<file path="src/sv/modexp_pkg.sv">
`timescale 1ns / 1ps
// ----------------------------------------------------------------------------
// Modular exponentiation package
// Field widths and default operand width shared by the exponentiation block.
// ----------------------------------------------------------------------------
package modexp_pkg;

    // Width of every numeric field on the ports (base, exponent, modulus, result)
    localparam int unsigned DATA_BITS = 64;

    // Default operand width; operands are taken in their low WORD_BITS bits
    localparam int unsigned WORD_BITS_DEFAULT = 64;

endpackage

</file>
<file path="src/sv/modular_exponentiation_64.sv">
`timescale 1ns / 1ps
// ----------------------------------------------------------------------------
// Modular exponentiation, left-to-right square-and-multiply
// Computes base^exponent mod modulus with a bit-serial modular multiplier.
// ----------------------------------------------------------------------------
// Sequence: special cases (bad modulus, zero base or zero exponent) go straight
//   to FINISH. Otherwise the exponent is scanned for its top set bit, the base
//   is reduced mod p, and each lower exponent bit takes a square, plus a
//   multiply by the reduced base when that bit is set.
// Throughput: one item at a time; the multiplier takes one multiplier bit per
//   cycle.
// Reset: synchronous, active low; clears the FSM, the output valid and the
//   modulus register (modulus 0, so every item is an error until written).
// ----------------------------------------------------------------------------
module modular_exponentiation_64 #(
    parameter int unsigned WORD_BITS = modexp_pkg::WORD_BITS_DEFAULT
) (
    input  logic                                aclk,
    input  logic                                aresetn,
    // Configuration: modulus
    input  logic                                cfg_we,
    input  logic [modexp_pkg::DATA_BITS-1:0]    cfg_wdata,
    // Input channel
    input  logic                                s_tvalid,
    output logic                                s_tready,
    input  logic [2*modexp_pkg::DATA_BITS-1:0]  s_tdata,   // [63:0] base, [127:64] exponent
    // Result channel
    output logic                                m_tvalid,
    input  logic                                m_tready,
    output logic [modexp_pkg::DATA_BITS-1:0]    m_tdata,   // [63:0] result
    output logic                                m_tuser    // [0] error
);

    localparam int unsigned W  = WORD_BITS;
    localparam int unsigned DB = modexp_pkg::DATA_BITS;
    localparam int unsigned CW = $clog2(W);

    typedef enum logic [2:0] {
        ST_IDLE,
        ST_SCAN,
        ST_REDUCE,
        ST_NEXT,
        ST_SQUARE,
        ST_MULT,
        ST_FINISH
    } state_t;

    state_t          state_reg, state_next;
    logic [W-1:0]    modulus_reg, modulus_next;
    logic [W-1:0]    p_reg, p_next;        // modulus captured for the current item
    logic [W-1:0]    e_reg, e_next;        // exponent shift register, MSB first
    logic [CW-1:0]   ecnt_reg, ecnt_next;  // exponent bits still to process
    logic [W-1:0]    acc_reg, acc_next;    // multiplier accumulator
    logic [W-1:0]    x_reg, x_next;        // multiplicand
    logic [W-1:0]    y_reg, y_next;        // multiplier shift register, MSB first
    logic [CW-1:0]   mcnt_reg, mcnt_next;  // multiplier bits left after this one
    logic [W-1:0]    ar_reg, ar_next;      // base reduced mod p
    logic [W-1:0]    prod_reg, prod_next;  // running power / final result
    logic            err_reg, err_next;
    logic            ovalid_reg, ovalid_next;
    logic [W-1:0]    res_reg, res_next;
    logic            rerr_reg, rerr_next;

    logic [W-1:0]    in_base, in_exp, in_p;
    logic            in_err, in_zero, in_one;

    // One multiplier step: acc = 2*acc mod p, then + x mod p if the bit is set
    logic [W:0]      dbl_sum, add_sum;
    logic [W-1:0]    dbl_red, step_val;

    assign in_base = s_tdata[W-1:0];
    assign in_exp  = s_tdata[DB+W-1:DB];
    assign in_p    = modulus_reg;
    assign in_err  = (in_p <= W'(1)) || ((in_base == '0) && (in_exp == '0));
    assign in_zero = (in_base == '0);
    assign in_one  = (in_exp == '0);

    always_comb begin
        dbl_sum = {acc_reg, 1'b0};
        dbl_red = (dbl_sum >= {1'b0, p_reg}) ? W'(dbl_sum - {1'b0, p_reg}) : dbl_sum[W-1:0];
        add_sum = {1'b0, dbl_red} + {1'b0, x_reg};
        if (y_reg[W-1]) begin
            step_val = (add_sum >= {1'b0, p_reg}) ? W'(add_sum - {1'b0, p_reg})
                                                  : add_sum[W-1:0];
        end else begin
            step_val = dbl_red;
        end
    end

    assign s_tready = (state_reg == ST_IDLE);
    assign m_tvalid = ovalid_reg;
    assign m_tdata  = DB'(res_reg);
    assign m_tuser  = rerr_reg;

    always_comb begin
        state_next   = state_reg;
        modulus_next = modulus_reg;
        p_next       = p_reg;
        e_next       = e_reg;
        ecnt_next    = ecnt_reg;
        acc_next     = acc_reg;
        x_next       = x_reg;
        y_next       = y_reg;
        mcnt_next    = mcnt_reg;
        ar_next      = ar_reg;
        prod_next    = prod_reg;
        err_next     = err_reg;
        res_next     = res_reg;
        rerr_next    = rerr_reg;
        // Drop the held result once it transfers
        ovalid_next  = ovalid_reg && !m_tready;

        if (cfg_we) begin
            modulus_next = cfg_wdata[W-1:0];
        end

        unique case (state_reg)
            ST_IDLE: begin
                if (s_tvalid) begin
                    p_next    = in_p;
                    e_next    = in_exp;
                    ecnt_next = CW'(W - 1);
                    // Reduce the base first: 1 * base mod p on the multiplier
                    x_next    = W'(1);
                    y_next    = in_base;
                    acc_next  = '0;
                    mcnt_next = CW'(W - 1);
                    err_next  = in_err;
                    if (in_err || in_zero) begin
                        prod_next  = '0;
                        state_next = ST_FINISH;
                    end else if (in_one) begin
                        prod_next  = W'(1);
                        state_next = ST_FINISH;
                    end else begin
                        state_next = ST_SCAN;
                    end
                end
            end
            ST_SCAN: begin
                // Shift out leading zeros; the top set bit itself is consumed too
                e_next = e_reg << 1;
                if (e_reg[W-1]) begin
                    state_next = ST_REDUCE;
                end else begin
                    ecnt_next = ecnt_reg - CW'(1);
                end
            end
            ST_REDUCE: begin
                acc_next  = step_val;
                y_next    = y_reg << 1;
                mcnt_next = mcnt_reg - CW'(1);
                if (mcnt_reg == '0) begin
                    ar_next    = step_val;
                    prod_next  = step_val;
                    state_next = ST_NEXT;
                end
            end
            ST_NEXT: begin
                if (ecnt_reg == '0) begin
                    state_next = ST_FINISH;
                end else begin
                    ecnt_next  = ecnt_reg - CW'(1);
                    x_next     = prod_reg;
                    y_next     = prod_reg;
                    acc_next   = '0;
                    mcnt_next  = CW'(W - 1);
                    state_next = ST_SQUARE;
                end
            end
            ST_SQUARE: begin
                acc_next  = step_val;
                y_next    = y_reg << 1;
                mcnt_next = mcnt_reg - CW'(1);
                if (mcnt_reg == '0) begin
                    prod_next = step_val;
                    if (e_reg[W-1]) begin
                        x_next     = ar_reg;
                        y_next     = step_val;
                        acc_next   = '0;
                        mcnt_next  = CW'(W - 1);
                        state_next = ST_MULT;
                    end else begin
                        e_next     = e_reg << 1;
                        state_next = ST_NEXT;
                    end
                end
            end
            ST_MULT: begin
                acc_next  = step_val;
                y_next    = y_reg << 1;
                mcnt_next = mcnt_reg - CW'(1);
                if (mcnt_reg == '0) begin
                    prod_next  = step_val;
                    e_next     = e_reg << 1;
                    state_next = ST_NEXT;
                end
            end
            ST_FINISH: begin
                // Hold until the output register is free
                if (!ovalid_reg || m_tready) begin
                    res_next    = prod_reg;
                    rerr_next   = err_reg;
                    ovalid_next = 1'b1;
                    state_next  = ST_IDLE;
                end
            end
            default: begin
                state_next = ST_IDLE;
            end
        endcase
    end

    always_ff @(posedge aclk) begin
        p_reg    <= p_next;
        e_reg    <= e_next;
        ecnt_reg <= ecnt_next;
        acc_reg  <= acc_next;
        x_reg    <= x_next;
        y_reg    <= y_next;
        mcnt_reg <= mcnt_next;
        ar_reg   <= ar_next;
        prod_reg <= prod_next;
        err_reg  <= err_next;
        res_reg  <= res_next;
        rerr_reg <= rerr_next;
        if (!aresetn) begin
            state_reg   <= ST_IDLE;
            ovalid_reg  <= 1'b0;
            modulus_reg <= '0;
        end else begin
            state_reg   <= state_next;
            ovalid_reg  <= ovalid_next;
            modulus_reg <= modulus_next;
        end
    end

    // An error result always carries zero
    assert property (@(posedge aclk) disable iff (!aresetn)
        (m_tvalid && m_tuser) |-> (m_tdata == '0))
        else $error("error result with nonzero data");

    // A good result is reduced below the modulus
    assert property (@(posedge aclk) disable iff (!aresetn)
        (m_tvalid && !m_tuser) |-> (res_reg < modulus_reg))
        else $error("result not below modulus");

    // The accumulator stays reduced while the multiplier runs
    assert property (@(posedge aclk) disable iff (!aresetn)
        ((state_reg == ST_REDUCE) || (state_reg == ST_SQUARE) || (state_reg == ST_MULT))
        |-> (acc_reg < p_reg))
        else $error("multiplier accumulator out of range");

    // The scan only runs on a nonzero exponent, so it always terminates
    assert property (@(posedge aclk) disable iff (!aresetn)
        (state_reg == ST_SCAN) |-> (e_reg != '0))
        else $error("exponent scan on zero exponent");

    // A finished item is loaded into the output register in the cycle it leaves FINISH
    assert property (@(posedge aclk) disable iff (!aresetn)
        ((state_reg == ST_FINISH) && (state_next == ST_IDLE)) |=> m_tvalid)
        else $error("finished item not presented");

endmodule

</file>
<file path="config.mk">
export PLATFORM = sky130hd
export DESIGN_NAME = modular_exponentiation_64
export DESIGN_NICKNAME = d
export VERILOG_FILES = /design/src/sv/modexp_pkg.sv /design/src/sv/modular_exponentiation_64.sv
export SDC_FILE = /design/constraint.sdc
export NUM_CORES = 1
export LEC_CHECK = 0
export BUFFER_PORTS_ARGS = -buffer_cell sky130_fd_sc_hd__buf_4
export CORE_MARGIN = 2
export CORE_UTILIZATION = 40
export CTS_BUF_LIST = sky130_fd_sc_hd__clkbuf_16
export DETAILED_ROUTE_END_ITERATION = 6
export GPL_TIMING_DRIVEN = 0
export HOLD_SLACK_MARGIN = 0.15
export SETUP_SLACK_MARGIN = 0.15
export SLEW_MARGIN = 30
export SYNTH_ARGS = -nofsm -noshare
export SYNTH_HDL_FRONTEND = slang
export SYNTH_SLANG_ARGS = --single-unit
</file>
<file path="constraint.sdc">
create_clock -name aclk -period 13.7 [get_ports aclk]
set_input_delay 3.425 -clock aclk [delete_from_list [all_inputs] [get_ports aclk]]
set_output_delay 3.425 -clock aclk [all_outputs]
set_load 0.01 [all_outputs]
</file>
**Word-level counts from Yosys, hierarchy flattened**

Index checks and enable logic that the tools add are counted.
W data, S select, Z words.

- Flip-flop bits (word level): 594
- Bits of input ports: 197
- Output and inout port bits: 67

- Add/subtract/negate cells: 5
- $lt $le $gt $ge: 3
- Equality and inequality tests: 18
- Mux-type cells: 47
- Reduce and logical (&&, ||, !) cells: 29

Operator list:

| kind | number |
|---|---|
| $mux W64 | 22 |
| $pmux W64 S4 | 3 |
| $pmux W64 S3 | 1 |
| $ge A65 B64 Y1 | 2 |
| $logic_not A64 Y1 | 2 |
| $pmux W64 S2 | 1 |
| $sub A64 B64 Y64 | 2 |
| $add A64 B64 Y65 | 1 |
| $le A64 B1 Y1 const B | 1 |
| $mux W6 | 6 |
| $mux W3 | 8 |
| $pmux W6 S4 | 1 |
| $ne A2 B2 Y1 const B | 9 |
| $pmux W3 S6 | 1 |
| $pmux W6 S3 | 1 |
| $reduce_and A5 Y1 | 3 |
| $logic_not A6 Y1 | 2 |
| $reduce_and A4 Y1 | 3 |
| $sub A6 B1 Y6 const B | 2 |
| $eq A3 B3 Y1 const B | 3 |
| $reduce_bool A4 Y1 | 2 |
| $eq A3 B2 Y1 const B | 2 |
| $reduce_and A2 Y1 | 3 |
| $reduce_bool A3 Y1 | 2 |
| 13 further kinds | 19 |

**Longest topological paths before layout**

- Depth after elaboration: 9
- Depth in mapped cells: 41
- Gate-level depth less buffers: 35

**Worst setup path after synthesis**

Ideal clock, no wire load.

- Path kind: input port to flip-flop
- Start: in s_tvalid
- End: reg acc_reg[0] (enable)
- Setup time: 0.818 ns
- Arrival: 13.196 ns
- Required time: 12.882 ns
- Setup slack: -0.314 ns
- Cell stages on the path: 2
- Buffers on the path: 0
- Cells stage by stage: a211oi_1 > nor3b_1

- Longest elaborated chain between the ends: 2

RTL lines:

| element | RTL line | RTL |
|---|---|---|
| start, declared | modular_exponentiation_64.sv:24 | `input logic s_tvalid,` |
| $ne A2 B2 Y1 (no line) | n/a |  |
| $reduce_and A3 Y1 (no line) | n/a |  |
| end signal, assigned | modular_exponentiation_64.sv:218 | `acc_reg <= acc_next;` |
| end, declared | modular_exponentiation_64.sv:53 | `logic [W-1:0] acc_reg, acc_next;` |

Every way passes these cells.
A chain may end at the register's enable or synchronous reset.

**Worst setup path in the final report**

- Start: reg p_reg[20]
- End: reg y_reg[28], data pin

- Longest elaborated chain between the ends: 9

RTL lines:

| element | RTL line | RTL |
|---|---|---|
| start, declared | modular_exponentiation_64.sv:50 | `logic [W-1:0] p_reg, p_next;` |
| start signal, assigned | modular_exponentiation_64.sv:215 | `p_reg <= p_next;` |
| $sub A64 B64 Y64 / $ge A65 B64 Y1 (equally long branches) | modular_exponentiation_64.sv:80 | `dbl_red = (dbl_sum >= {1'b0, p_reg}) ? W'(dbl_sum - {1'b0, p_reg}) : dbl_sum[W-1:0];` |
| $mux W64 | modular_exponentiation_64.sv:80 |  |
| $add A64 B64 Y65 | modular_exponentiation_64.sv:81 | `add_sum = {1'b0, dbl_red} + {1'b0, x_reg};` |
| $sub A64 B64 Y64 / $ge A65 B64 Y1 (equally long branches) | modular_exponentiation_64.sv:83 | `step_val = (add_sum >= {1'b0, p_reg}) ? W'(add_sum - {1'b0, p_reg})` |
| $mux W64 | modular_exponentiation_64.sv:83 |  |
| $mux W64 * | modular_exponentiation_64.sv:82 | `if (y_reg[W-1]) begin` |
| $mux W64 * | modular_exponentiation_64.sv:177 | `if (e_reg[W-1]) begin` |
| $mux W64 * | modular_exponentiation_64.sv:175 | `if (mcnt_reg == '0) begin` |
| $pmux W64 S4 * | modular_exponentiation_64.sv:117 | `unique case (state_reg)` |
| via y_next[28] | modular_exponentiation_64.sv:55 | `logic [W-1:0] y_reg, y_next;` |
| end signal, assigned | modular_exponentiation_64.sv:220 | `y_reg <= y_next;` |
| end, declared | modular_exponentiation_64.sv:55 |  |

The timed path passes the listed nets; every way through them passes the cells marked *.

==> flow_summary.ini <==
[global_route]
grt_usage_pct = 29.7
gr-total-overflow = 0
grt_pass1_vias = 30000
grt_max_degree = 38
antenna_found_initial = 3
grt_pass1_wl_mm = 205

[timing]
final.min_clock_period_ns = 12.04
slew_headroom_pct = 27.3
hold_violations = 0
rsz0062_at_grt = false
tightest_slew_ns = 1.09
final_max_slew_viol_count = 0
clock_skew_ns = 0.0321
fin_ws_ns = 1.66
fmax_ghz = 0.0831
setup_viol = 0
fin_crit_sh_pct = 87.8

[clock_tree]
clk_transition_reported_paths_ns = 0.06
cts_hold_buf = 0
htreeDepth = 3
cts_tree = built
cts-root-buf = clkbuf_16
cts_resized = 0
clk_path_buf_depth = 3
postCtsSetupRepairBufs = 0
numCtsBuffers = 70
clock-sinks = 594
clk_latency_ns = 0.65

[layout]
drive_gt1_share_pct = 12.8
fin_util_pct = 47.7
final_cells = 5251
finalInstanceArea_um2 = 43200
fin_nets = 4412
n_antenna_cell = 0
area_delta_synth_final_pct = 17.8

[yosys]
yosysSeqAreaShare_pct = 46.8
synthDistinctLibCells = 90
synth.avg_cell_area_um2 = 10.0
synth-seq-cells = 594
synthesis.area_um2 = 36600
synthFlopType = edfxtp_1
synth_warnings = 0
synthArstFlopShare_pct = 0
synth_cells = 3646
synth_edf_count = 526
syn_nets = 4040

[critical_path]
start_kind = flip-flop
critPathSlowestCell = nor2_1
required_ns = 14.04
worstPathArrival_ns = 12.38
end_kind = flip-flop
path_delay_family = compound AO/OA/AOI/OAI gates
critPathMostFrequentCell = a21oi_1
cp_max_fo = 10
path_buf_inv = 6
cpPeakStageDelay_ns = 0.78
worstSetupPathType = reg2reg

[floorplanning]
core_area_um2 = 90400
start_util_pct = 40.5
die_area_um2 = 94000
die_y_um = 307
ios = 264
row_count = 110
die_w_um = 307

[place]
place.gp.congestion = 1.02
dp.cells = 5122
dp_hpwl_mm = 114
dpl-instance-area_um2 = 40900
io_buffers = 261
pre_cts_slack_ns = 2.12

[route]
ant_nets = 0
viasPerCell = 6.02
wl_per_cell_um = 27.2
first_pass_iters = 7
num_vias = 31600
finalWirelength_mm = 143
drcViolationCount = 0
first_iter_violations = 3796

[status]
status = completed

[run]
maxCapViolCount = 0

[worst_hold_path]
min_path_type = reg2reg
cell families after synthesis:
kind of cell	count (synthesis)	share of synthesized area, %
fa+ha+maj	197	6.79
simple gates	989	13.0
compound gates	1136	21.1
buf+inv	427	4.58
flops	594	46.8
xor+xnor	184	4.40
mux	119	3.32
cell usage in the layout, fill, tap and decap left out, drive strengths merged, types with 33 or more instances in the layout:
cell / instances
edfxtp: 526
buf: 340
nor2: 294
a21oi: 267
nand2: 262
o21ai: 258
clkbuf: 241
inv: 238
ha: 194
a22o: 128
a21o: 111
mux2i: 99
xnor2: 99
nor2b: 86
xor2: 85
dfxtp: 68
nand4: 67
nor4: 59
a222oi: 51
nand3: 48
nor3: 43
o211ai: 37
a211oi: 35
o21a: 33
area by class of cell:
cell class,instances,area [um2]
Clock inverter,59,556
Inverter,216,811
Fill cell,8527,47300
Buffer,211,883
Sequential cell,594,17200
Tap cell,1176,1470
Clock buffer,70,1750
Multi-Input combinational cell,2625,17900
Timing Repair Buffer,300,2610
layer usage:
metal	part of all wire, %	track usage [%]	vias up
met4	3.5	9.69	0
met3	8.4	4.60	229
met5	0	0	-
li1	-	-	14500
met1	44	42.4	15400
met2	44	45.9	1487
synth_stat cells (28+ instances only):
cell type  number  area, um2
nor2_1        293       1100
nor2b_1        86        538
nor3_1         43        215
xnor2_1        99        867
clkbuf_1      171        642
o21a_1         33        248
nand2_1       262        983
o21ai_1        47        235
a22o_1        128       1120
xor2_1         85        744
o21ai_0       210       1050
mux2i_1        99        991
a211oi_1       33        248
nor4_1         59        369
a21o_1        111        833
inv_1         216        811
a222oi_1       51        510
o21bai_1       28        210
ha_1          194       2430
nand4_1        67        419
dfxtp_1        68       1360
a21oi_1       264       1320
o211ai_1       37        278
nand3_1        48        240
edfxtp_1      526      15800
worst paths after layout:
| kind | startpoint | end | slack [ns] | depth (start not counted) |
|---|---|---|---|---|
| max | p_reg[20] | y_reg[28] | 1.66 | 36 |
| min | in_p[0] | p_reg[0] | 0.44 | 0 |
| max reg2reg | p_reg[20] | y_reg[28] | 1.66 | 36 |
| min reg2reg | in_p[0] | p_reg[0] | 0.44 | 0 |
through the flow:
stage	setup TNS [ns]	hold WS, ns
5_1_grt	0	0.449
6_report	0	0.438
4_1_cts	0	0.443
2_1_floorplan	0	0.400
3_5_place_dp	0	0.428
3_3_place_gp	-224.84	0.421
Power is not shown: default switching activity piles up to over one toggle a cycle in this logic, so the estimate is an artifact.
